$ cat src/sv/tbs_pkg.sv
// tbs_pkg: shared types, codes and helper functions for the typed bounded stack.
// Used by every other file of the block but tbs_ram; depends on nothing.
`timescale 1ns / 1ps

package tbs_pkg;

    // Field widths
    localparam int DATA_W   = 64;
    localparam int CMD_W    = 2;
    localparam int STATUS_W = 2;
    localparam int FILL_W   = 9;
    localparam int TYPE_W   = 4;
    localparam int CAP_W    = 9;

    // Default number of storage entries
    localparam int DEPTH_DEF = 256;

    // Configuration port geometry: two 32-bit registers at byte 0 and 4
    localparam int APB_AW = 3;
    localparam int APB_DW = 32;

    // Register select, taken from paddr[2]
    localparam logic REG_ELEM_TYPE = 1'b0;
    localparam logic REG_CAPACITY  = 1'b1;

    typedef enum logic [CMD_W-1:0] {
        CMD_PUSH  = 2'd0,
        CMD_POP   = 2'd1,
        CMD_PEEK  = 2'd2,
        CMD_CLEAR = 2'd3
    } t_cmd;

    typedef enum logic [STATUS_W-1:0] {
        ST_OK    = 2'd0,
        ST_FULL  = 2'd1,
        ST_EMPTY = 2'd2
    } t_status;

    // Where the read value of a result comes from
    typedef enum logic [1:0] {
        RD_ZERO = 2'd0,
        RD_ONES = 2'd1,
        RD_MEM  = 2'd2
    } t_rd_src;

    // Element type codes
    localparam logic [TYPE_W-1:0] TY_NONE = 4'd0;
    localparam logic [TYPE_W-1:0] TY_U8   = 4'd1;
    localparam logic [TYPE_W-1:0] TY_U16  = 4'd2;
    localparam logic [TYPE_W-1:0] TY_U32  = 4'd3;
    localparam logic [TYPE_W-1:0] TY_U64  = 4'd4;
    localparam logic [TYPE_W-1:0] TY_I8   = 4'd5;
    localparam logic [TYPE_W-1:0] TY_I16  = 4'd6;
    localparam logic [TYPE_W-1:0] TY_I32  = 4'd7;
    localparam logic [TYPE_W-1:0] TY_I64  = 4'd8;
    localparam logic [TYPE_W-1:0] TY_PTR  = 4'd9;

    // Configuration registers as seen by the datapath
    typedef struct packed {
        logic [TYPE_W-1:0] elem_type;
        logic [CAP_W-1:0]  capacity;
    } t_cfg;

    // Largest fill reachable: the capacity register cannot exceed 511
    function automatic int f_max_fill(input int depth);
        f_max_fill = (depth < 511) ? depth : 511;
    endfunction

    // Address bits for a store of the given depth
    function automatic int f_addr_w(input int depth);
        f_addr_w = (depth > 1) ? $clog2(depth) : 1;
    endfunction

    // Keep only the bits of the element type; none keeps nothing
    function automatic logic [DATA_W-1:0] f_trunc(input logic [DATA_W-1:0] v,
                                                  input logic [TYPE_W-1:0] t);
        case (t)
            TY_U8, TY_I8:           f_trunc = {56'd0, v[7:0]};
            TY_U16, TY_I16:         f_trunc = {48'd0, v[15:0]};
            TY_U32, TY_I32:         f_trunc = {32'd0, v[31:0]};
            TY_U64, TY_I64, TY_PTR: f_trunc = v;
            default:                f_trunc = '0;
        endcase
    endfunction

    // Zero- or sign-extend a stored entry by the current type
    function automatic logic [DATA_W-1:0] f_extend(input logic [DATA_W-1:0] v,
                                                   input logic [TYPE_W-1:0] t);
        case (t)
            TY_U8:                  f_extend = {56'd0, v[7:0]};
            TY_U16:                 f_extend = {48'd0, v[15:0]};
            TY_U32:                 f_extend = {32'd0, v[31:0]};
            TY_I8:                  f_extend = {{56{v[7]}}, v[7:0]};
            TY_I16:                 f_extend = {{48{v[15]}}, v[15:0]};
            TY_I32:                 f_extend = {{32{v[31]}}, v[31:0]};
            TY_U64, TY_I64, TY_PTR: f_extend = v;
            default:                f_extend = '0;
        endcase
    endfunction

endpackage

$ cat src/sv/tbs_cfg.sv
// tbs_cfg: APB-style configuration registers (element type, capacity).
// Depends on tbs_pkg.
`timescale 1ns / 1ps

module tbs_cfg #(
    parameter int DEPTH = tbs_pkg::DEPTH_DEF
) (
    input  logic                        i_clk,
    input  logic                        i_rst_n,
    input  logic                        i_psel,
    input  logic                        i_penable,
    input  logic                        i_pwrite,
    input  logic [tbs_pkg::APB_AW-1:0]  i_paddr,
    input  logic [tbs_pkg::APB_DW-1:0]  i_pwdata,
    output logic [tbs_pkg::APB_DW-1:0]  o_prdata,
    output logic                        o_pready,
    output tbs_pkg::t_cfg               o_cfg
);
    import tbs_pkg::*;

    localparam int MAX_FILL = f_max_fill(DEPTH);

    logic [TYPE_W-1:0] r_elem_type;
    logic [CAP_W-1:0]  r_capacity;
    logic              wr_en;

    assign wr_en = i_psel && i_penable && i_pwrite;

    // Register writes in the access phase
    always_ff @(posedge i_clk) begin
        if (!i_rst_n) begin
            r_elem_type <= TY_NONE;
            r_capacity  <= CAP_W'(MAX_FILL);
        end else if (wr_en) begin
            case (i_paddr[2])
                REG_ELEM_TYPE: r_elem_type <= i_pwdata[TYPE_W-1:0];
                REG_CAPACITY:  r_capacity  <= i_pwdata[CAP_W-1:0];
                default: ;
            endcase
        end
    end

    // Readback
    always_comb begin
        case (i_paddr[2])
            REG_ELEM_TYPE: o_prdata = APB_DW'(r_elem_type);
            REG_CAPACITY:  o_prdata = APB_DW'(r_capacity);
            default:       o_prdata = '0;
        endcase
    end

    assign o_pready        = 1'b1;
    assign o_cfg.elem_type = r_elem_type;
    assign o_cfg.capacity  = r_capacity;

endmodule

$ cat config.mk
export PLATFORM = sky130hd
export DESIGN_NAME = tbs_cfg
export DESIGN_NICKNAME = d
export VERILOG_FILES = /design/src/sv/tbs_pkg.sv /design/src/sv/tbs_cfg.sv
export SDC_FILE = /design/constraint.sdc
export NUM_CORES = 1
export LEC_CHECK = 0
export ABC_AREA = 0
export BUFFER_PORTS_ARGS = -buffer_cell sky130_fd_sc_hd__buf_2
export CAP_MARGIN = 5
export CORE_MARGIN = 2
export CORE_UTILIZATION = 30
export CTS_BUF_LIST = sky130_fd_sc_hd__clkbuf_2
export CTS_CLUSTER_DIAMETER = 200
export DETAILED_ROUTE_END_ITERATION = 12
export PLACE_DENSITY = 0.73
export SLEW_MARGIN = 20
export SYNTH_ARGS = -nofsm -noshare
export SYNTH_HDL_FRONTEND = slang
export SYNTH_SLANG_ARGS = --single-unit
$ cat constraint.sdc
create_clock -name i_clk -period 0.85 [get_ports i_clk]
set_clock_uncertainty 0.2 [all_clocks]
set_input_delay 0.0425 -clock i_clk [delete_from_list [all_inputs] [get_ports i_clk]]
set_output_delay 0.0425 -clock i_clk [all_outputs]
set_load 0.01 [all_outputs]
==> results of run 1 <==
==> power by group through the flow <==
stage / combinational, W / clock [W] / sequential [W]
finish: 0.000319 / 0.000315 / 0.000634
global route: 0.000344 / 0.000364 / 0.000637
CTS: 0.000303 / 0.000331 / 0.000634
detailed placement: 0.000252 / 0 / 0.000645
global placement: 0.000246 / 0 / 0.000644
floorplan: 0.000214 / 0 / 0.000652
==> cells in the final DEF (no fill, tap or decap) <==
cell,n
mux2_4,4
nand2_2,10
and4_4,1
dfxtp_2,13
mux2i_1,13
nor2b_1,2
buf_12,2
buf_4,7
conb_1,24
buf_2,19
nand4b_4,1
dlygate4sd3_1,4
and2_1,5
buf_6,30
nand2_1,10
clkbuf_2,4
==> cells in the mapped netlist <==
library cell / number / share of area (%)
mux2_2: 4 / 5.5
nand4b_4: 1 / 2.9
nand2_1: 20 / 9.2
buf_4: 24 / 22
buf_2: 1 / 0.61
dfxtp_1: 13 / 32
and4_4: 1 / 1.4
nor2b_1: 2 / 1.5
and2_1: 5 / 3.8
buf_6: 1 / 1.4
mux2i_1: 13 / 16
conb_1: 2 / 0.92
clkbuf_1: 1 / 0.46
buf_12: 1 / 2.5
==> cells by family after synthesis <==
| family | Yosys count | share of synthesized area (%) |
|---|---|---|
| and+or+nand+nor | 29 | 18.8 |
| muxes | 17 | 21.4 |
| DFF | 13 | 31.9 |
| buffers and inverters | 28 | 27.0 |
| other | 2 | 0.919 |
==> worst paths after layout <==
check	startpoint	end	slack [ns]	cells past startpoint
worst max-delay path	r_elem_type[1]$_SDFFE_PN0P_	o_prdata[1]	-0.39	2
worst min register to register	r_capacity[4]$_SDFFE_PN0P_	r_capacity[4]$_SDFFE_PN0P_	0.28	2
worst max register to register	r_capacity[2]$_SDFFE_PN0P_	r_capacity[2]$_SDFFE_PN0P_	-0.11	4
worst min-delay path	i_pwdata[2]	r_capacity[2]$_SDFFE_PN0P_	-0.16	3
==> worst min-delay path, delay by kind of cell <==
kind	cells	cell delay (ns)
simple gates	1	0.07
buf+inv	1	0.10
mux	1	0.06
==> routing by layer <==
metal,GRT usage [%],vias up,routed length (µm),part of all wire [%]
met5,0,-,0,0
met4,4.08,0,10,0.52
met3,3.95,2,158,8.3
met2,20.8,32,1020,53
met1,13.3,308,720,38
li1,-,356,-,-
==> registers in the layout, summed over array words and instances (netlist names) <==
signal and flops:
r_capacity 9, r_elem_type 4
==> layout make-up <==
class | count | area share, %
Tap cell | 30 | 2.76
Clock buffer | 4 | 1.47
Timing Repair Buffer | 62 | 41.6
Multi-Input combinational cell | 70 | 33.8
Sequential cell | 13 | 20.3
==> timing repair <==
item / 4_1_cts / 5_1_grt
endpoints found under the hold margin: 13 / 13
buffers inserted: 3 / 6
resized for setup: 39 / 11
endpoints found under the setup margin: 29 / 32
==> metrics by stage <==
stage	setup TNS [ns]	total power, W	instances
finish	-6.04	0.00127	179
global route	-7.83	0.00135	179
CTS	-5.89	0.00127	174
detailed placement	-2.07	0.000896	163
global placement	-1.84	0.000890	163
floorplan	0	0.000866	111
==> flow_summary.ini, run 1 <==
[layout]
utilization_pct = 53.9
diodes = 0
regArea_um2 = 277
multi_input_area_um2 = 459
area_growth_pct = 66.3
fill_cells = 231
num-nets-final = 190
drive_above_1_share_pct = 61.1
final_area_mm2 = 0.00136

[power_and_ir_drop]
power_per_cell_area_mw_per_mm2 = 933
p_switching_w = 0.000355
power_frac_comb_pct = 25.1
p_clk_share_pct = 24.9
internal_power_w = 0.000914
switching_share_pct = 28.0
p_seq_share_pct = 50.0
p_leak_nw = 0.702
ir_drop_mv = 0.445

[placed_design]
placed_area_mm2 = 0.00105
gp_congestion = 0.667
portBuffers = 36
dp_hpwl_um = 1400
place_ws_ns = -0.165

[clock_tree]
path_clk_slew_ns = 0.13
tritoncts = built
root_buffer = clkbuf_2
cts_buffers = 3
cts_sinks = 13
clk_latency_ns = 0.25
cts-htree-levels = 1
holdBufCountCts = 4
clockBufferDepth = 2

[setup_path]
worst-path-buf-inv = 1
crit_chain = mux2_4, buf_6
crit_slowest_cell = dfxtp_2
worstPathArrival_ns = 0.99
cp_data_required_time_ns = 0.61
critical_path_class = register to output port
max_stage_delay_ns = 0.35
crit_fanout = 2
critPathTopFamily = flip-flops
start_kind = register
crit_path_end_kind = output port

[timing]
rsz0062_at_grt = true
finalHoldViolations = 10
finalCritPeriodShare_pct = 146
fin_crit_ns = 1.24
fmax_ghz = 0.808
fin_ws_ns = -0.387
slew_violations = 0
finalSetupViolations = 31
fin_hold_ws_ns = -0.159

[run]
maxCapViolCount = 0

[route]
vias = 698
ant_nets = 0
viasPerCell = 3.90
firstDrtPassIters = 4
drtIter0Drc = 6
routed_wl_um = 1910
drc = 0
wl_per_cell_um = 10.7

[grt]
grt_start_max_net_pins = 12
track_usage_pct = 11.9
grt_pass1_vias = 622
antenna_found_initial = 0
grt_first_pass_wirelength_um = 2900
grt.overflow.total = 0

[floorplan]
std_cell_rows = 18
chipHeight_um = 56.2
start_util_pct = 32.4
fp.dieArea_mm2 = 0.00316
io_pins = 86
design.core.area_mm2 = 0.00252
die-width_um = 56.2

[outcome]
violations = hold timing, setup timing
status = finished with violations

[yosys]
post_synth_instance_area_um2 = 817
ys_seq_elements = 13
ys_warn_count = 0
netlist_instances = 89
synth_cell_type_count = 14
ys_seq_area_share_pct = 31.9
synth_area_per_cell_um2 = 9.18

[min_path]
holdCritPathClass = primary input to register
No activity file was read; power rests on OpenSTA's default activity.
==> inputs of run 2 (changes only) <==
--- a/config.mk
+++ b/config.mk
@@ -8,12 +8,15 @@
 export ABC_AREA = 0
 export BUFFER_PORTS_ARGS = -buffer_cell sky130_fd_sc_hd__buf_2
 export CAP_MARGIN = 5
+export CELL_PAD_IN_SITES_DETAIL_PLACEMENT = 0
+export CELL_PAD_IN_SITES_GLOBAL_PLACEMENT = 1
 export CORE_MARGIN = 2
-export CORE_UTILIZATION = 30
+export CORE_UTILIZATION = 21
 export CTS_BUF_LIST = sky130_fd_sc_hd__clkbuf_2
 export CTS_CLUSTER_DIAMETER = 200
 export DETAILED_ROUTE_END_ITERATION = 12
-export PLACE_DENSITY = 0.73
+export PLACE_DENSITY_LB_ADDON = 0.1
+export SETUP_SLACK_MARGIN = 0.4
 export SLEW_MARGIN = 20
 export SYNTH_ARGS = -nofsm -noshare
 export SYNTH_HDL_FRONTEND = slang
==> run 2 against run 1 <==
Effect of this change: the run still ends with hold timing, setup timing left; wire length rose by 1.6%; sequential share of layout area fell by 0.73 points; combinational power barely moved; worst hold slack got worse by 0.042 ns; largest cell class unchanged; highest routed layer unchanged.
==> flow_summary.ini, run 2 (synthesized netlist as in run 1, its figures left out) <==
[placed_design]
placed_area_mm2 = 0.00110
gp_congestion = 0.564
dp_cells = 183
portBuffers = 36
dp_hpwl_um = 1490
place_ws_ns = -0.173

[layout]
reg_top3 = r_capacity: 9 flops, r_elem_type: 4 flops
mostFrequentLayoutCells = buf_6 (39), conb_1 (24), buf_2 (14), mux2i_1 (13)
fill_cells = 396
largest_reg_flops = 9
fin_cells = 199
utilization_pct = 38.9
drive_above_1_share_pct = 66.9
regArea_um2 = 282
regMostFlops = r_capacity
diodes = 0
final_area_mm2 = 0.00144
num-nets-final = 192
multi_input_area_um2 = 469
final_common_cell = buf_6
area_growth_pct = 75.7

[clock_tree]
clk_latency_ns = 0.26
tritoncts = built
cts_sinks = 13
clockBufferDepth = 2
cts_buffers = 3
path_clk_slew_ns = 0.13
cts-htree-levels = 1
root_buffer = clkbuf_2

[route]
drc = 0
firstDrtPassIters = 3
ant_nets = 0
drtIter0Drc = 24
wl_per_cell_um = 9.74
viasPerCell = 3.57
vias = 711
routed_wl_um = 1940

[grt]
grt_first_pass_wirelength_um = 2860
antenna_found_initial = 0
grt_start_max_net_pins = 15
grt.overflow.total = 0
grt_pass1_vias = 620
track_usage_pct = 8.71

[timing]
rsz0062_at_grt = true
fmax_ghz = 0.808
finalHoldViolations = 13
finalSetupViolations = 30
fin_hold_ws_ns = -0.201
fin_crit_ns = 1.24
finalCritPeriodShare_pct = 146
slew_violations = 0
fin_ws_ns = -0.388

[run]
maxCapViolCount = 0

[setup_path]
r2r-start = r_elem_type[3]$_SDFFE_PN0P_
critical_path_class = register to output port
startpoint = r_elem_type[0]$_SDFFE_PN0P_
start_kind = register
worstPathArrival_ns = 1.00
crit_fanout = 2
crit_path_end_kind = output port
cp_data_required_time_ns = 0.61

[floorplan]
fp.dieArea_mm2 = 0.00441
design.core.area_mm2 = 0.00369
chipHeight_um = 66.4
std_cell_rows = 22
io_pins = 86
start_util_pct = 22.2
die-width_um = 66.4

[outcome]
status = finished with violations
violations = hold timing, setup timing

[power_and_ir_drop]
ir_drop_mv = 0.278
power_per_cell_area_mw_per_mm2 = 887
p_leak_nw = 0.728
total_power_w = 0.00127

[min_path]
holdCritStartpoint = i_pwdata[7]
holdCritPathClass = primary input to register
==> run 2: changes by cell type in the layout (fill, tap and decap cells not counted) <==
cell           previous run  this run
buf_2                    19        14
buf_4                     7        10
and2_1                    5         0
buf_6                    30        39
dfxtp_2                  13        11
dfxtp_4                   0         2
buf_12                    2         1
and2_4                    0         5
nand2_1                  10        11
nand2_2                  10         9
dlygate4sd3_1             4         0
==> run 2: worst paths after layout <==
check / depth (start not counted) / end / slack [ns]
min: 3 / r_capacity[7]$_SDFFE_PN0P_ / -0.20
max reg2reg: 5 / r_elem_type[3]$_SDFFE_PN0P_ / -0.23
max: 2 / o_prdata[0] / -0.39
min reg2reg: 2 / r_capacity[6]$_SDFFE_PN0P_ / 0.28
==> run 2: final cells by class <==
class                   count  area share [%]
multi-input cells          70            32.7
repair buffers             64            42.1
flip-flops and latches     13            19.6
clock buffers               4            1.39
well taps                  48            4.18
==> run 2: worst max-delay path, stage by stage, from the launching register on <==
cell and delay [ns]:
dfxtp_2 0.35, mux2_4 0.26, buf_6 0.12
==> run 2: power breakdown <==
group / total (W) / internal (W) / switching, W
Combinational: 0.000320 / 0.000167 / 0.000154
Clock: 0.000323 / 0.000125 / 0.000198
Sequential: 0.000630 / 0.000620 / 0.0000104
==> run 2: metal layers <==
metal / global-route usage, % / vias up / share of wire (%) / wire length, µm
met3: 2.73 / 2 / 7.5 / 146
met1: 10.7 / 318 / 41 / 798
met5: 0 / - / 0 / 0
met4: 3.83 / 0 / 1.3 / 26
li1: - / 358 / - / -
met2: 13.9 / 33 / 50 / 966
==> run 2: timing repair <==
item,4_1_cts,5_1_grt
resized for setup,38,12
pin swaps,0,0
endpoints found under the setup margin,35,35
buffers inserted,5,7
hold endpoints to repair,13,13
==> run 2: stage by stage <==
step | setup TNS (ns) | hold WS [ns]
after detailed placement | -2.44 | 0.0933
after global placement | -2.19 | 0.0894
after CTS | -6.54 | -0.218
final | -6.79 | -0.201
after floorplan | 0 | -0.0229
after global routing | -8.21 | -0.217
