`src/sv/tbs_pkg.sv`:
```
// tbs_pkg: shared types, codes and helper functions for the typed bounded stack.
// Used by every other file of the block but tbs_ram; depends on nothing.
`timescale 1ns / 1ps

package tbs_pkg;

    // Field widths
    localparam int DATA_W   = 64;
    localparam int CMD_W    = 2;
    localparam int STATUS_W = 2;
    localparam int FILL_W   = 9;
    localparam int TYPE_W   = 4;
    localparam int CAP_W    = 9;

    // Default number of storage entries
    localparam int DEPTH_DEF = 256;

    // Configuration port geometry: two 32-bit registers at byte 0 and 4
    localparam int APB_AW = 3;
    localparam int APB_DW = 32;

    // Register select, taken from paddr[2]
    localparam logic REG_ELEM_TYPE = 1'b0;
    localparam logic REG_CAPACITY  = 1'b1;

    typedef enum logic [CMD_W-1:0] {
        CMD_PUSH  = 2'd0,
        CMD_POP   = 2'd1,
        CMD_PEEK  = 2'd2,
        CMD_CLEAR = 2'd3
    } t_cmd;

    typedef enum logic [STATUS_W-1:0] {
        ST_OK    = 2'd0,
        ST_FULL  = 2'd1,
        ST_EMPTY = 2'd2
    } t_status;

    // Where the read value of a result comes from
    typedef enum logic [1:0] {
        RD_ZERO = 2'd0,
        RD_ONES = 2'd1,
        RD_MEM  = 2'd2
    } t_rd_src;

    // Element type codes
    localparam logic [TYPE_W-1:0] TY_NONE = 4'd0;
    localparam logic [TYPE_W-1:0] TY_U8   = 4'd1;
    localparam logic [TYPE_W-1:0] TY_U16  = 4'd2;
    localparam logic [TYPE_W-1:0] TY_U32  = 4'd3;
    localparam logic [TYPE_W-1:0] TY_U64  = 4'd4;
    localparam logic [TYPE_W-1:0] TY_I8   = 4'd5;
    localparam logic [TYPE_W-1:0] TY_I16  = 4'd6;
    localparam logic [TYPE_W-1:0] TY_I32  = 4'd7;
    localparam logic [TYPE_W-1:0] TY_I64  = 4'd8;
    localparam logic [TYPE_W-1:0] TY_PTR  = 4'd9;

    // Configuration registers as seen by the datapath
    typedef struct packed {
        logic [TYPE_W-1:0] elem_type;
        logic [CAP_W-1:0]  capacity;
    } t_cfg;

    // Largest fill reachable: the capacity register cannot exceed 511
    function automatic int f_max_fill(input int depth);
        f_max_fill = (depth < 511) ? depth : 511;
    endfunction

    // Address bits for a store of the given depth
    function automatic int f_addr_w(input int depth);
        f_addr_w = (depth > 1) ? $clog2(depth) : 1;
    endfunction

    // Keep only the bits of the element type; none keeps nothing
    function automatic logic [DATA_W-1:0] f_trunc(input logic [DATA_W-1:0] v,
                                                  input logic [TYPE_W-1:0] t);
        case (t)
            TY_U8, TY_I8:           f_trunc = {56'd0, v[7:0]};
            TY_U16, TY_I16:         f_trunc = {48'd0, v[15:0]};
            TY_U32, TY_I32:         f_trunc = {32'd0, v[31:0]};
            TY_U64, TY_I64, TY_PTR: f_trunc = v;
            default:                f_trunc = '0;
        endcase
    endfunction

    // Zero- or sign-extend a stored entry by the current type
    function automatic logic [DATA_W-1:0] f_extend(input logic [DATA_W-1:0] v,
                                                   input logic [TYPE_W-1:0] t);
        case (t)
            TY_U8:                  f_extend = {56'd0, v[7:0]};
            TY_U16:                 f_extend = {48'd0, v[15:0]};
            TY_U32:                 f_extend = {32'd0, v[31:0]};
            TY_I8:                  f_extend = {{56{v[7]}}, v[7:0]};
            TY_I16:                 f_extend = {{48{v[15]}}, v[15:0]};
            TY_I32:                 f_extend = {{32{v[31]}}, v[31:0]};
            TY_U64, TY_I64, TY_PTR: f_extend = v;
            default:                f_extend = '0;
        endcase
    endfunction

endpackage

```
`src/sv/tbs_if.sv`:
```
// tbs_if: valid/ready channel interfaces for commands and results.
// Depends on tbs_pkg for field widths.
`timescale 1ns / 1ps

interface tbs_cmd_if;
    logic                          valid;
    logic                          ready;
    logic [tbs_pkg::CMD_W-1:0]     cmd;
    logic signed [tbs_pkg::DATA_W-1:0] push_value;

    modport source (output valid, output cmd, output push_value, input ready);
    modport sink   (input valid, input cmd, input push_value, output ready);
endinterface

interface tbs_rsp_if;
    logic                              valid;
    logic                              ready;
    logic signed [tbs_pkg::DATA_W-1:0] read_value;
    logic [tbs_pkg::STATUS_W-1:0]      status;
    logic [tbs_pkg::FILL_W-1:0]        fill_count;

    modport source (output valid, output read_value, output status, output fill_count,
                    input ready);
    modport sink   (input valid, input read_value, input status, input fill_count,
                    output ready);
endinterface

```
`src/sv/tbs_core.sv`:
```
// tbs_core: stack pointer, command decode, RAM access and result registers.
// Depends on tbs_pkg and tbs_if; drives the element RAM at the top level.
`timescale 1ns / 1ps

module tbs_core #(
    parameter  int DEPTH    = tbs_pkg::DEPTH_DEF,
    localparam int MAX_FILL = tbs_pkg::f_max_fill(DEPTH),
    localparam int AW       = tbs_pkg::f_addr_w(MAX_FILL)
) (
    input  logic                        i_clk,
    input  logic                        i_rst_n,
    input  tbs_pkg::t_cfg               i_cfg,
    tbs_cmd_if.sink                     i_cmd,
    tbs_rsp_if.source                   o_rsp,
    output logic                        o_mem_we,
    output logic [AW-1:0]               o_mem_waddr,
    output logic [tbs_pkg::DATA_W-1:0]  o_mem_wdata,
    output logic                        o_mem_re,
    output logic [AW-1:0]               o_mem_raddr,
    input  logic [tbs_pkg::DATA_W-1:0]  i_mem_rdata
);
    import tbs_pkg::*;

    localparam int CNT_W = $clog2(MAX_FILL + 1);
    localparam logic [CAP_W-1:0] MAX_CAP = CAP_W'(MAX_FILL);

    // Fill count
    logic [CNT_W-1:0]    r_count, n_count;
    // Item waiting on the RAM read
    logic                r_pend;
    t_status             r_st, n_st;
    t_rd_src             r_src, n_src;
    logic [FILL_W-1:0]   r_fill;
    // Output register
    logic                r_out_valid;
    logic [DATA_W-1:0]   r_rd_value;
    t_status             r_status;
    logic [FILL_W-1:0]   r_fill_out;

    logic                slot_free, acc, empty, full;
    logic [CAP_W-1:0]    cap_eff;
    logic [DATA_W-1:0]   rd_value;

    assign slot_free   = !r_out_valid || o_rsp.ready;
    assign i_cmd.ready = !r_pend || slot_free;
    assign acc         = i_cmd.valid && i_cmd.ready;

    assign cap_eff = (i_cfg.capacity > MAX_CAP) ? MAX_CAP : i_cfg.capacity;
    assign empty   = (r_count == '0);
    assign full    = (CAP_W'(r_count) >= cap_eff);

    // Command decode: pointer update, RAM write or read issue
    always_comb begin
        n_count     = r_count;
        n_st        = ST_OK;
        n_src       = RD_ZERO;
        o_mem_we    = 1'b0;
        o_mem_re    = 1'b0;
        o_mem_waddr = r_count[AW-1:0];
        o_mem_raddr = AW'(r_count - 1'b1);
        o_mem_wdata = f_trunc(i_cmd.push_value, i_cfg.elem_type);
        case (t_cmd'(i_cmd.cmd))
            CMD_PUSH: begin
                if (full) begin
                    n_st = ST_FULL;
                end else begin
                    o_mem_we = acc;
                    n_count  = r_count + 1'b1;
                end
            end
            CMD_POP, CMD_PEEK: begin
                if (empty) begin
                    n_st  = ST_EMPTY;
                    n_src = RD_ONES;
                end else begin
                    o_mem_re = acc;
                    n_src    = RD_MEM;
                    if (t_cmd'(i_cmd.cmd) == CMD_POP) begin
                        n_count = r_count - 1'b1;
                    end
                end
            end
            CMD_CLEAR: begin
                if (empty) begin
                    n_st = ST_EMPTY;
                end
                n_count = '0;
            end
            default: ;
        endcase
    end

    // Pointer and pending stage
    always_ff @(posedge i_clk) begin
        if (!i_rst_n) begin
            r_count <= '0;
            r_pend  <= 1'b0;
        end else begin
            if (acc) begin
                r_count <= n_count;
            end
            if (i_cmd.ready) begin
                r_pend <= acc;
            end
        end
    end

    always_ff @(posedge i_clk) begin
        if (acc) begin
            r_st   <= n_st;
            r_src  <= n_src;
            r_fill <= FILL_W'(n_count);
        end
    end

    // Read value, extended by the current type
    always_comb begin
        case (r_src)
            RD_ONES: rd_value = '1;
            RD_MEM:  rd_value = f_extend(i_mem_rdata, i_cfg.elem_type);
            default: rd_value = '0;
        endcase
    end

    // Output register
    always_ff @(posedge i_clk) begin
        if (!i_rst_n) begin
            r_out_valid <= 1'b0;
        end else if (r_pend && slot_free) begin
            r_out_valid <= 1'b1;
        end else if (o_rsp.ready) begin
            r_out_valid <= 1'b0;
        end
    end

    always_ff @(posedge i_clk) begin
        if (r_pend && slot_free) begin
            r_rd_value <= rd_value;
            r_status   <= r_st;
            r_fill_out <= r_fill;
        end
    end

    assign o_rsp.valid      = r_out_valid;
    assign o_rsp.read_value = r_rd_value;
    assign o_rsp.status     = r_status;
    assign o_rsp.fill_count = r_fill_out;

endmodule

```
`src/flat_wrapper.sv`:
```
// flat-port wrapper written by rule: the top's interface ports become plain ports
module tbs_core_flat import tbs_pkg::*;
#(
    parameter  int DEPTH    = tbs_pkg::DEPTH_DEF,
    localparam int MAX_FILL = tbs_pkg::f_max_fill(DEPTH),
    localparam int AW       = tbs_pkg::f_addr_w(MAX_FILL)
)
  (i_clk, i_rst_n, i_cfg, o_mem_we, o_mem_waddr, o_mem_wdata, o_mem_re, o_mem_raddr, i_mem_rdata, i_cmd_valid, i_cmd_cmd, i_cmd_push_value, i_cmd_ready, o_rsp_valid, o_rsp_read_value, o_rsp_status, o_rsp_fill_count, o_rsp_ready);
  tbs_cmd_if i_cmd_i ();
  tbs_rsp_if o_rsp_i ();
  input  logic i_clk;
  input  logic i_rst_n;
  input  tbs_pkg::t_cfg i_cfg;
  output logic o_mem_we;
  output logic [AW-1:0] o_mem_waddr;
  output logic [tbs_pkg::DATA_W-1:0] o_mem_wdata;
  output logic o_mem_re;
  output logic [AW-1:0] o_mem_raddr;
  input  logic [tbs_pkg::DATA_W-1:0] i_mem_rdata;
  input wire logic [$bits(i_cmd_i.valid)-1:0] i_cmd_valid;
  input wire logic [$bits(i_cmd_i.cmd)-1:0] i_cmd_cmd;
  input wire logic [$bits(i_cmd_i.push_value)-1:0] i_cmd_push_value;
  output wire logic [$bits(i_cmd_i.ready)-1:0] i_cmd_ready;
  output wire logic [$bits(o_rsp_i.valid)-1:0] o_rsp_valid;
  output wire logic [$bits(o_rsp_i.read_value)-1:0] o_rsp_read_value;
  output wire logic [$bits(o_rsp_i.status)-1:0] o_rsp_status;
  output wire logic [$bits(o_rsp_i.fill_count)-1:0] o_rsp_fill_count;
  input wire logic [$bits(o_rsp_i.ready)-1:0] o_rsp_ready;
  assign i_cmd_i.valid = i_cmd_valid;
  assign i_cmd_i.cmd = i_cmd_cmd;
  assign i_cmd_i.push_value = i_cmd_push_value;
  assign i_cmd_ready = i_cmd_i.ready;
  assign o_rsp_valid = o_rsp_i.valid;
  assign o_rsp_read_value = o_rsp_i.read_value;
  assign o_rsp_status = o_rsp_i.status;
  assign o_rsp_fill_count = o_rsp_i.fill_count;
  assign o_rsp_i.ready = o_rsp_ready;
  tbs_core #(.DEPTH(DEPTH)) u_core (.i_clk(i_clk), .i_rst_n(i_rst_n), .i_cfg(i_cfg), .i_cmd(i_cmd_i), .o_rsp(o_rsp_i), .o_mem_we(o_mem_we), .o_mem_waddr(o_mem_waddr), .o_mem_wdata(o_mem_wdata), .o_mem_re(o_mem_re), .o_mem_raddr(o_mem_raddr), .i_mem_rdata(i_mem_rdata));
endmodule
```
`config.mk`:
```
export PLATFORM = sky130hd
export DESIGN_NAME = tbs_core_flat
export DESIGN_NICKNAME = d
export VERILOG_FILES = /design/src/sv/tbs_pkg.sv /design/src/sv/tbs_if.sv /design/src/sv/tbs_core.sv /design/src/flat_wrapper.sv
export SDC_FILE = /design/constraint.sdc
export NUM_CORES = 1
export LEC_CHECK = 0
export ABC_CLOCK_PERIOD_IN_PS = 5700
export BUFFER_PORTS_ARGS = -buffer_cell sky130_fd_sc_hd__buf_2
export CAP_MARGIN = 20
export CELL_PAD_IN_SITES_DETAIL_PLACEMENT = 1
export CELL_PAD_IN_SITES_GLOBAL_PLACEMENT = 1
export CORE_MARGIN = 2
export CORE_UTILIZATION = 33
export CTS_BUF_LIST = sky130_fd_sc_hd__clkbuf_2 sky130_fd_sc_hd__clkbuf_4 sky130_fd_sc_hd__clkbuf_8
export CTS_CLUSTER_SIZE = 24
export DETAILED_ROUTE_END_ITERATION = 10
export PLACE_DENSITY_LB_ADDON = 0.25
export SLEW_MARGIN = 10
export SYNTH_ARGS = -nofsm -noshare
export SYNTH_HDL_FRONTEND = slang
export SYNTH_SLANG_ARGS = --single-unit
```
`constraint.sdc`:
```
create_clock -name i_clk -period 5.7 [get_ports i_clk]
set_input_delay 0.855 -clock i_clk [delete_from_list [all_inputs] [get_ports i_clk]]
set_output_delay 0.855 -clock i_clk [all_outputs]
set_load 0.03 [all_outputs]
```
==> results by group, run 1 <==
Synthesis
  • Post-synth EDFFs: 88
  • Synth Area in Adders: 3.493%
  • Post-synth top flop: edfxtp_1
  • Share of the yosys chip area belonging to registers: 49.95%
  • Post-synth cell types: 63
  • Share of synthesized registers carrying an async set or reset: 0%
  • Synth Net Count: 784
  • Post-synthesis mux area share: 0.5676%
  • Syn Area/Cell: 9.230 sq um
  • Synthesized cell area: 5732 sq um
  • Syn Inst Count: 621
  • Synth Area in Compound Gates: 14.71%
  • Largest family of logic cells by synthesized area: simple AND/OR/NAND/NOR gates
  • YS warnings: 0
  • XOR/XNOR share of the synthesized area: 1.375%
  • Post-Synth Simple-Gate Area: 24.43%
  • Synthesized flop and latch total: 99

Critical path
  • Max FO, Critical Path: 8
  • Req. time, crit path: 4.85 ns
  • CP bufs+invs: 3
  • CP max stage delay: 0.33 ns
  • CP startpoint kind: primary input
  • Crit. End Element: output pin
  • Slowest cell on crit path: o211a_1
  • Worst endpoint data arrival time: 2.65 ns
  • Crit Path Category: in -> out
  • Top cell family by delay on the critical path: compound AO/OA/AOI/OAI gates
  • Cells along the critical path: buf_2, clkinv_1, nand2_1, ha_1, a21o_1, a31oi_1, o211a_1, nand2_1, nor2_1, buf_2

Power
  • Power Total: 1.884 mW
  • Leakage: 3.437 nW
  • Max rail drop VDD: 103.2 uV
  • Pwr dens: 248.3 nW/um^2

Clock network
  • Bufs on Longest Clock Path: 2
  • Cts bufs inserted: 9
  • Post-CTS setup buffers: 0
  • Clock Pin Slew Worst Setup and Hold Paths: 0.10 ns
  • Clk_lat worst skew: 0.37 ns
  • TritonCTS clock tree: built
  • Clk sink count: 99
  • Clock root cell: clkbuf_8
  • CTS H-Tree Depth: 3
  • Post-cts gate resize count: 0
  • Hold_buf cts: 0

Run status
  • Status: finished, final reports clean

Final layout
  • Layout area overhead: 32.37%
  • Final net count: 1055
  • Multi-input logic area: 2580 sq um
  • Antenna cells: 0
  • FF+latch area: 2863 sq um
  • Fill cell total of the finished layout: 2113
  • Fin util: 44.33%
  • Final non-filler cell area: 7587 sq um
  • Share of layout cells above drive strength 1: 38.68%

Place
  • RePlAce Congestion: 0.8121
  • Detailed-placement wirelength estimate: 14760 um
  • Port buffer count: 305
  • Placed Area: 7360 sq um

GRT
  • Vias in the first global route: 5279
  • Initial antenna violation count: 0
  • Tot GR Track Use: 20.87%
  • Largest net degree at the start of global routing: 65
  • First-pass GRT wire length: 29930 um
  • GRT overflow: 0

STA
  • Final Setup Violations: 0
  • RSZ-0062 raised after global routing: no
  • Slew HR: 31.68%
  • Worst Skew: 0.01437 ns
  • Final-report hold violation count: 0
  • Worst-margin pin slew: 1.025 ns
  • Setup TNS: 0 ns
  • Slew Viols, Final: 0
  • Fmax achieved: 0.2856 GHz
  • Hold WS: 0.4254 ns
  • Period utilization: 61.42%
  • Period minus WS final: 3.501 ns

Floorplan
  • Initial core utilization: 33.49%
  • Die W: 135.8 um
  • Die area: 18440 sq um
  • Num rows: 48
  • Core area: 17120 sq um
  • I/O pins: 306
  • Die Ht: 135.8 um

Route
  • DR WL/cell: 17.84 um
  • First-pass iteration count of the detailed router: 5
  • Final wirelength: 20020 um
  • ANT nets after route: 0
  • Via-to-Cell Ratio: 4.907
  • Remaining DRCs: 0
  • DRT iter0 DRCs: 360
  • Vias: 5506

Run
  • Maxcap violations: 0

Worst hold path
  • Worst hold path class: reg -> reg
==> cell families after synthesis <==
logic type | after synthesis
AO/OA/AOI/OAI | 139
XOR/XNOR | 9
adder cells (fa/ha/maj) | 16
buffers and inverters | 68
flip-flops | 99
multiplexers | 3
AND/OR/NAND/NOR | 287
==> power breakdown <==
part | total (mW) | switching [mW] | internal [mW]
Clock | 0.489 | 0.250 | 0.239
Sequential | 0.866 | 0.0147 | 0.851
Combinational | 0.529 | 0.365 | 0.164
==> flip-flops by register name (all words and copies together), names as in the netlist <==
register	flops
u_core.r_count	9
u_core.r_st	2
u_core.r_src	2
u_core.o_rsp.valid	1
u_core.r_fill	9
u_core.r_pend	1
u_core.o_rsp.read_value	64
u_core.o_rsp.status	2
u_core.o_rsp.fill_count	9
==> metrics by stage <==
stage	setup WS (ns)	instances
after global routing	2.016	1122
after floorplan	0.9297	621
after detailed placement	2.203	1105
final	2.199	1122
after CTS	2.180	1121
after global placement	2.178	1104
==> area by class of cell <==
| type | count | share of cell area, % |
|---|---|---|
| Sequential cell | 99 | 37.73 |
| Multi-Input combinational cell | 454 | 34.00 |
| Timing Repair Buffer | 313 | 21.01 |
| Tap cell | 225 | 3.710 |
| Clock buffer | 13 | 2.193 |
| Inverter | 15 | 0.7421 |
| Clock inverter | 3 | 0.6102 |
==> metal layers <==
metal	vias up	share of wire, %	track usage (%)
li1	2695	-	-
met3	12	6.1	4.115
met4	0	0.96	5.208
met5	-	0	0
met1	2629	45	28.39
met2	170	48	34.18
==> placed cells by master (no fill, tap or decap), types with 2 or more instances in the layout <==
cell | Yosys | layout
or3b_1 | 2 | 2
edfxtp_1 | 88 | 88
o31a_1 | 3 | 3
nor3_1 | 3 | 3
or2_2 | 2 | 2
a21oi_1 | 73 | 72
or4_1 | 3 | 3
and2_1 | 58 | 58
nor2b_1 | 6 | 5
o211a_1 | 2 | 2
a21o_1 | 4 | 4
ha_1 | 16 | 15
inv_1 | 12 | 12
xor2_1 | 3 | 3
nor4_1 | 2 | 2
nand3_1 | 7 | 7
buf_2 | 11 | 305
a31oi_1 | 5 | 5
mux2_2 | 2 | 2
clkinv_1 | 3 | 3
and3_1 | 15 | 15
buf_4 | 10 | 7
xnor2_1 | 6 | 6
o21ai_0 | 27 | 27
nor2_1 | 101 | 101
or3_1 | 4 | 4
nand3b_1 | 2 | 2
nand2b_1 | 5 | 5
nand4_1 | 5 | 5
clkbuf_4 | 0 | 2
nand2_1 | 65 | 65
o31ai_1 | 2 | 2
dfxtp_1 | 11 | 11
o211ai_1 | 4 | 4
clkbuf_8 | 0 | 11
==> final timing paths <==
path / start / to / slack [ns] / depth (start not counted)
hold reg to reg: u_core.r_fill[5] / u_core.o_rsp.fill_count[5] / 0.43 / 0
hold / removal: u_core.r_fill[5] / u_core.o_rsp.fill_count[5] / 0.43 / 0
setup reg to reg: u_core.r_count[3] / u_core.r_fill[5] / 3.08 / 7
setup / recovery: i_cfg[8] / o_mem_we / 2.20 / 10
==> cell usage after synthesis (3+ instances only) <==
library cell	n	area share [%]
a21o_1	4	0.52
a21oi_1	73	6.4
a31oi_1	5	0.55
and2_1	58	6.3
and3_1	15	1.6
buf_1	5	0.33
buf_2	11	0.96
buf_4	10	1.3
clkbuf_1	26	1.7
clkinv_1	3	0.20
dfxtp_1	11	3.8
edfxtp_1	88	46
ha_1	16	3.5
inv_1	12	0.79
nand2_1	65	4.3
nand2b_1	5	0.55
nand3_1	7	0.61
nand4_1	5	0.55
nor2_1	101	6.6
nor2b_1	6	0.65
nor3_1	3	0.26
o211ai_1	4	0.52
o21ai_0	27	2.4
o31a_1	3	0.46
or3_1	4	0.44
or4_1	3	0.39
xnor2_1	6	0.92
xor2_1	3	0.46
Note: power is estimated with default switching activity, not from simulation.
==> run 2, diff against run 1 <==
--- a/config.mk
+++ b/config.mk
@@ -5,13 +5,14 @@
 export SDC_FILE = /design/constraint.sdc
 export NUM_CORES = 1
 export LEC_CHECK = 0
-export ABC_CLOCK_PERIOD_IN_PS = 5700
+export ABC_AREA = 1
+export ABC_CLOCK_PERIOD_IN_PS = 2900
 export BUFFER_PORTS_ARGS = -buffer_cell sky130_fd_sc_hd__buf_2
 export CAP_MARGIN = 20
 export CELL_PAD_IN_SITES_DETAIL_PLACEMENT = 1
 export CELL_PAD_IN_SITES_GLOBAL_PLACEMENT = 1
 export CORE_MARGIN = 2
-export CORE_UTILIZATION = 33
+export CORE_UTILIZATION = 29
 export CTS_BUF_LIST = sky130_fd_sc_hd__clkbuf_2 sky130_fd_sc_hd__clkbuf_4 sky130_fd_sc_hd__clkbuf_8
 export CTS_CLUSTER_SIZE = 24
 export DETAILED_ROUTE_END_ITERATION = 10
==> constraint.sdc (replaced) <==
create_clock -name i_clk -period 2.9 [get_ports i_clk]
set_input_delay 0.435 -clock i_clk [delete_from_list [all_inputs] [get_ports i_clk]]
set_output_delay 0.435 -clock i_clk [all_outputs]
set_load 0.03 [all_outputs]
==> run 2 against run 1 <==
  * Clock power grew 87%
  * Wire length grew 13%
  * Clock skew grew 0.0020 ns
  * Via count grew 16%
  * Cell count grew 23%
  * Sequential share of layout area shrank 2.4 points
  * Synthesized area grew 6.4%
  * First-iteration DRC count shrank 13%
  * Global-route usage shrank 0.94 points
  * Core utilization shrank 5.4 points
  * Combinational power grew 140%
  * Critical path type unchanged
  * Highest routed layer is now met5
==> results by group, run 2 <==
STA
  • Period minus WS final: 2.637 ns
  • Fmax achieved: 0.3792 GHz
  • Slew Viols, Final: 0 (unchanged)
  • Worst Skew: 0.01635 ns (+0.001985 ns)
  • RSZ-0062 raised after global routing: no
  • Final-report hold violation count: 0 (unchanged)
  • Setup TNS: 0 ns (unchanged)
  • Final Setup Violations: 0 (unchanged)
  • Slew HR: 53.17% (+21 points)
  • Period utilization: 90.94%
  • Worst-margin pin slew: 0.7025 ns (-0.3224 ns)

GRT
  • Met1 Resource Use GR: 25.52% (-2.9 points)
  • GRT overflow: 0 (unchanged)
  • Grt peak-use layer: met2
  • Initial antenna violation count: 4 (+4)
  • Vias in the first global route: 6127 (+16%)
  • First-pass GRT wire length: 34600 um (+16%)
  • Largest net degree at the start of global routing: 65 (unchanged)
  • M2 GR Usage: 34.47% (+0.29 points)
  • Met3 GRT Util: 3.242% (-0.87 points)
  • Tot GR Track Use: 19.93% (-0.94 points)

Floorplan
  • Die W: 149.0 um (+9.8%)
  • Initial core utilization: 29.30% (-4.2 points)
  • Die area: 22210 sq um (+20%)
  • Core area: 20820 sq um (+22%)
  • Die Ht: 149.0 um (+9.8%)
  • Num rows: 53 (+10%)
  • I/O pins: 306 (unchanged)

Power
  • Leakage: 4.471 nW (+30%)
  • Max rail drop VDD: 174.3 uV (+69%)
  • Pwr dens: 480.9 nW/um^2 (+94%)

Clock network
  • Hold_buf cts: 0 (unchanged)
  • Post-CTS setup buffers: 0 (unchanged)
  • CTS H-Tree Depth: 3 (unchanged)
  • Cts bufs inserted: 9 (unchanged)
  • Clk_lat worst skew: 0.36 ns (about the same)
  • TritonCTS clock tree: built
  • Bufs on Longest Clock Path: 2 (unchanged)
  • Clock Pin Slew Worst Setup and Hold Paths: 0.09 ns (about the same)
  • Clk sink count: 99 (unchanged)
  • Post-cts gate resize count: 0 (unchanged)
  • Clock root cell: clkbuf_8

Synthesis
  • Share of synthesized registers carrying an async set or reset: 0% (unchanged)
  • Synthesized flop and latch total: 99 (unchanged)
  • Post-synth cell types: 32 (-49%)
  • Top post-synthesis cells by area: edfxtp_1 43%, nand2_1 15%, inv_1 7.2%
  • Post-synth EDFFs: 88 (unchanged)
  • Most numerous cell in the Yosys netlist: nand2_1
  • Syn Inst Count: 816 (+31%)
  • Cell taking the most area after synthesis: edfxtp_1
  • Share of the yosys chip area belonging to registers: 46.92% (-3.0 points)
  • Syn Area/Cell: 7.477 sq um (-19%)
  • Synthesized cell area: 6101 sq um (+6.4%)
  • Post-synth top flop: edfxtp_1
  • Area fraction of the dominant cell type after synthesis: 43.31% (-2.8 points)
  • Post-synth top cells: 249 x nand2_1, 117 x inv_1, 88 x edfxtp_1, 84 x nor2_1, 79 x nand3_1
  • YS warnings: 0 (unchanged)
  • Synth Net Count: 979 (+25%)

Final layout
  • Post-Layout Cell Count: 1384 (+23%)
  • Most common library cell in the layout ignoring fill and taps: buf_2
  • Final net count: 1263 (+20%)
  • Most frequent cells in the layout: 305 x buf_2, 249 x nand2_1, 117 x inv_1, 88 x edfxtp_1, 84 x nor2_1
  • Share of layout cells above drive strength 1: 32.76% (-5.9 points)
  • Layout area overhead: 32.96%
  • Max reg flops: 64 (unchanged)

Worst hold path
  • Min-delay src: o_rsp_ready
  • Hold Path End: u_core.o_rsp.valid
  • Worst Hold Depth: 4 (+4)
  • Worst hold path class: in -> reg

Critical path
  • Register-to-register setup slack: 0.75 ns (-2.33 ns)
  • Worst R2R Start: u_core.r_count[0]
  • R2r endpoint: u_core.r_fill[3]
  • Crit. End Element: output pin
  • Crit Path Category: in -> out
  • Worst endpoint data arrival time: 2.20 ns (-0.45 ns)
  • CP startpoint kind: primary input
  • Max FO, Critical Path: 4 (-4)
  • Cells along the critical path: buf_2, nor4_1, a21oi_1, inv_1, nand2_1, ha_1, nand2_1, nand2_1, nand2_1, nand2_1, inv_1, nand3_1, nor2_1, buf_2
  • Top cell family by delay on the critical path: simple AND/OR/NAND/NOR gates
  • R2R depth: 11 (+4)
  • Req. time, crit path: 2.47 ns (-2.38 ns)
  • CP max stage delay: 0.29 ns (-0.04 ns)
  • CP bufs+invs: 4 (+1)
  • Slowest cell on crit path: ha_1
  • Critical Path Most Common Cell: nand2_1

Route
  • DRT iter0 DRCs: 313 (-13%)
  • Final wirelength: 22600 um (+13%)
  • First-pass iteration count of the detailed router: 4 (-1)
  • Remaining DRCs: 0 (unchanged)
  • Vias: 6378 (+16%)
  • DR WL/cell: 16.33 um (-8.5%)
  • ANT nets after route: 0 (unchanged)
  • Via-to-Cell Ratio: 4.608 (-6.1%)

Place
  • Cell Count Post-Placement: 1364 (+23%)
  • Detailed-placement wirelength estimate: 17410 um (+18%)
  • Port buffer count: 305 (unchanged)
  • RePlAce Congestion: 0.8508 (+4.8%)

Run
  • Maxcap violations: 0 (unchanged)

Run status
  • Status: finished, final reports clean
[run 2: tightest hold or removal path, stage by stage]
cell and delay, ns:
buf_2 0.07, inv_1 0.07, nand2_1 0.07, a21oi_1 0.05
[run 2: per-layer routing]
layer / wire length (um) / share of wire (%)
met1: 9558 / 42
met2: 11080 / 49
met3: 1485 / 6.6
met4: 447 / 2.0
met5: 27 / 0.12
[run 2: final cells by class]
type | count | area [sq um]
fill | 2704 | 12710
sequential | 99 | 2863
multi-input combinational | 539 | 2506
timing repair buffer | 325 | 1714
inverter | 126 | 478.0
tap | 275 | 344.1
clock buffer | 10 | 131.4
clock inverter | 6 | 65.06
antenna | 4 | 10.01
[run 2: how the worst max path moves through the flow]
stage | from | to | cells after the start
2_1_floorplan | i_cfg[4] | o_mem_we | 13
3_3_place_gp | i_cfg[4] | o_mem_we | 14
3_5_place_dp | i_cfg[1] | u_core.r_fill[1] | 14
4_1_cts | i_cfg[1] | o_mem_we | 14
5_1_grt | i_cfg[1] | o_mem_we | 12
6_report | i_cfg[1] | o_mem_we | 14
[run 2: logic make-up (layout without fill, tap and decap cells)]
logic type	count (synthesis)	in the layout	share of synthesized area [%]
adders and majority gates	16	16	3.281
xor gates and xnor gates	4	4	0.5743
DFF	99	99	46.92
and+or+nand+nor	433	433	29.55
buffers and inverters	178	467	12.22
other	0	4	0
AOI/OAI and AO/OA	86	86	7.445
[run 2: power breakdown]
| group | leakage, nW | internal [mW] | switching (mW) |
|---|---|---|---|
| clock | 0.0969 | 0.411 | 0.502 |
| sequential | 0.957 | 1.68 | 0.0380 |
| combinational | 3.42 | 0.374 | 0.898 |
| total | 4.47 | 2.46 | 1.44 |
[run 2: through the flow]
| stage | instance area [sq um] | power, mW | hold slack (ns) | worst slack, ns | util [%] |
|---|---|---|---|---|---|
| 2_1_floorplan | 6112 | 2.587 | 0.4003 | 0.1715 | - |
| 3_3_place_gp | 7905 | 3.017 | 0.4051 | 0.2651 | 37.96 |
| 3_5_place_dp | 7905 | 3.035 | 0.4062 | 0.1897 | 37.96 |
| 4_1_cts | 8102 | 3.959 | 0.3506 | 0.2047 | 38.91 |
| 5_1_grt | 8107 | 4.122 | 0.3841 | 0.01411 | 38.93 |
| 6_report | 8112 | 3.900 | 0.3803 | 0.2628 | 38.96 |
==> run 3, diff against run 2 <==
--- a/config.mk
+++ b/config.mk
@@ -14,9 +14,9 @@
 export CORE_MARGIN = 2
 export CORE_UTILIZATION = 29
 export CTS_BUF_LIST = sky130_fd_sc_hd__clkbuf_2 sky130_fd_sc_hd__clkbuf_4 sky130_fd_sc_hd__clkbuf_8
-export CTS_CLUSTER_SIZE = 24
+export CTS_CLUSTER_DIAMETER = 100
 export DETAILED_ROUTE_END_ITERATION = 10
-export PLACE_DENSITY_LB_ADDON = 0.25
+export PLACE_DENSITY_LB_ADDON = 0.05
 export SLEW_MARGIN = 10
 export SYNTH_ARGS = -nofsm -noshare
 export SYNTH_HDL_FRONTEND = slang
==> run 3 against run 2 <==
  * Non-clock buffer count grew 2
  * Sequential power is essentially flat
  * Worst hold slack got worse by 0.026 ns
  * Critical path depth unchanged
  * Combinational power hardly changed
  * Count of clock-buffer cells in the layout decreased by 1
  * Maximum frequency down 1.2%
  * Cell count hardly changed
  * Power up 0.99%
  * Setup slack worse by 0.032 ns
  * Clock power increased by 2.8%
  * Sequential cell count stayed put
  * Largest cell class unchanged
==> results by group, run 3 (synthesized netlist as in run 2, its figures left out) <==
Run status
  • Status: finished, final reports clean

Route
  • Final wirelength: 23040 um (+1.9%)
  • DRT iter0 DRCs: 280 (-11%)
  • ANT nets after route: 0 (unchanged)
  • Remaining DRCs: 0 (unchanged)
  • Via-to-Cell Ratio: 4.564 (-0.96%)
  • First-pass iteration count of the detailed router: 4 (unchanged)
  • Vias: 6312 (-1.0%)
  • DR WL/cell: 16.66 um (+2.0%)

STA
  • Setup TNS: 0 ns (unchanged)
  • Worst Skew: 0.01213 ns (-0.004228 ns)
  • RSZ-0062 raised after global routing: no
  • Slew Viols, Final: 0 (unchanged)
  • Final setup margin: 0.2304 ns (-0.03237 ns)
  • Fmax achieved: 0.3746 GHz (-1.2%)
  • Worst-margin pin slew: 0.7450 ns (+0.04257 ns)
  • Final Setup Violations: 0 (unchanged)
  • Final-report hold violation count: 0 (unchanged)
  • Period utilization: 92.05% (+1.1 points)
  • Slew HR: 50.33% (-2.8 points)
  • Period minus WS final: 2.670 ns (+0.03237 ns)

Place
  • RePlAce Congestion: 0.8041 (-5.5%)
  • Port buffer count: 305 (unchanged)
  • Pre-CTS setup slack: 0.1221 ns (-0.06766 ns)
  • Detailed-placement wirelength estimate: 17200 um (-1.2%)

Critical path
  • Slowest cell on crit path: nor4_1
  • Req. time, crit path: 2.47 ns (about the same)
  • CP startpoint kind: primary input
  • R2R depth: 11 (unchanged)
  • Cells along the critical path: buf_2, nor4_1, a21oi_1, inv_1, nand2_1, ha_1, nand2_1, nand2_1, nand2_1, nand2_1, inv_1, nand3_2, nor2_1, buf_2
  • Critical Path Most Common Cell: nand2_1
  • Worst R2R Start: u_core.r_count[0]
  • Register-to-register setup slack: 0.84 ns (+0.09 ns)
  • Worst endpoint data arrival time: 2.23 ns (+0.03 ns)
  • Crit Path Category: in -> out
  • R2r endpoint: u_core.r_fill[8]
  • Max FO, Critical Path: 4 (unchanged)
  • Crit. End Element: output pin
  • Critical path origin: i_cfg[1]
  • CP max stage delay: 0.28 ns (about the same)

GRT
  • First-pass GRT wire length: 35310 um (+2.0%)
  • Tot GR Track Use: 20.70% (+0.77 points)
  • Largest net degree at the start of global routing: 74 (+14%)
  • GRT overflow: 0 (unchanged)
  • Initial antenna violation count: 2 (-2)
  • Vias in the first global route: 6145 (+0.29%)

Final layout
  • Layout area overhead: 33.14%
  • Share of layout cells above drive strength 1: 33.24% (+0.48 points)
  • Multi-input logic area: 2517 sq um (+0.45%)
  • Most frequent cells in the layout: 305 x buf_2, 249 x nand2_1, 117 x inv_1, 88 x edfxtp_1, 84 x nor2_1
  • FF+latch area: 2863 sq um (unchanged)
  • Most common library cell in the layout ignoring fill and taps: buf_2
  • Final net count: 1265 (+0.16%)
  • Fill cell total of the finished layout: 2738 (+1.3%)
  • Max reg flops: 64 (unchanged)

Clock network
  • Post-cts gate resize count: 0 (unchanged)
  • Hold_buf cts: 0 (unchanged)
  • TritonCTS clock tree: built
  • CTS H-Tree Depth: 3 (unchanged)
  • Clock root cell: clkbuf_8
  • Clk sink count: 99 (unchanged)
  • Cts bufs inserted: 9 (unchanged)
  • Clk_lat worst skew: 0.39 ns (+0.03 ns)
  • Bufs on Longest Clock Path: 2 (unchanged)
  • Clock Pin Slew Worst Setup and Hold Paths: 0.10 ns (about the same)
  • Post-CTS setup buffers: 0 (unchanged)

Worst hold path
  • Min-delay src: o_rsp_ready
  • Hold Path End: u_core.o_rsp.valid
  • Worst Hold Depth: 4 (unchanged)
  • Worst hold path class: in -> reg

Power
  • Pwr dens: 484.9 nW/um^2 (+0.85%)
  • Max rail drop VDD: 207.7 uV (+19%)
  • Leakage: 4.477 nW (+0.13%)

Floorplan
  • Initial core utilization: 29.30% (unchanged)
  • Die W: 149.0 um (unchanged)
  • Core area: 20820 sq um (unchanged)
  • Die Ht: 149.0 um (unchanged)
  • Die area: 22210 sq um (unchanged)
  • Num rows: 53 (unchanged)
  • I/O pins: 306 (unchanged)

Run
  • Maxcap violations: 0 (unchanged)
run 3: cell count changes in the layout (fill, tap and decap cells not counted):
cell	before	now
buf_12	3	2
buf_4	17	20
clkbuf_4	1	0
clkinv_1	2	0
clkinv_2	0	1
clkinvlp_4	1	3
diode_2	4	1
nand3_1	79	78
nand3_2	1	2
nor4_1	2	1
nor4_2	0	1
run 3: cell type report:
class	instances	share of cell area, %
antenna	1	0.03081
clock buffer	9	1.525
clock inverter	7	0.9550
inverter	126	5.884
multi-input combinational	539	30.99
sequential	99	35.24
tap	275	4.236
timing repair buffer	327	21.13
run 3: worst max-delay path by stage:
stage / slack, ns / to
after global placement: 0.15 / o_mem_we
final: 0.23 / o_mem_we
after floorplan: 0.17 / o_mem_we
after detailed placement: 0.12 / u_core.r_fill[0]
after global routing: 0.02 / o_mem_we
after CTS: 0.11 / o_mem_we
run 3: per-stage QoR:
step                      util, %  hold slack [ns]  total power [mW]  area [sq um]  instances
after floorplan                 -           0.4003             2.587          6112        816
after global placement      37.98           0.4014             3.035          7908       1366
after detailed placement    37.98           0.4061             3.048          7908       1366
after CTS                   38.94           0.3329             3.990          8109       1382
after global routing        39.01           0.3631             4.175          8123       1383
final                       39.01           0.3540             3.939          8123       1383
run 3: worst max-delay path: cells and delay by family:
kind / cells / cell delay, ns
simple gates: 8 / 0.84
buf+inv: 4 / 0.54
fa+ha+maj: 1 / 0.28
compound gates: 1 / 0.12
run 3: power by group:
part,switching (mW),leakage [nW],internal [mW]
Clock,0.535,0.0934,0.405
Combinational,0.913,3.43,0.380
Sequential,0.0308,0.957,1.68
Total,1.48,4.48,2.46
run 3: per-layer routing:
layer | vias to the layer above | GRT usage, % | wire (um)
met5 | - | 0 | 13
met4 | 2 | 4.857 | 256
met1 | 2985 | 25.60 | 9985
met3 | 18 | 3.945 | 1079
li1 | 3147 | - | -
met2 | 160 | 37.24 | 11710
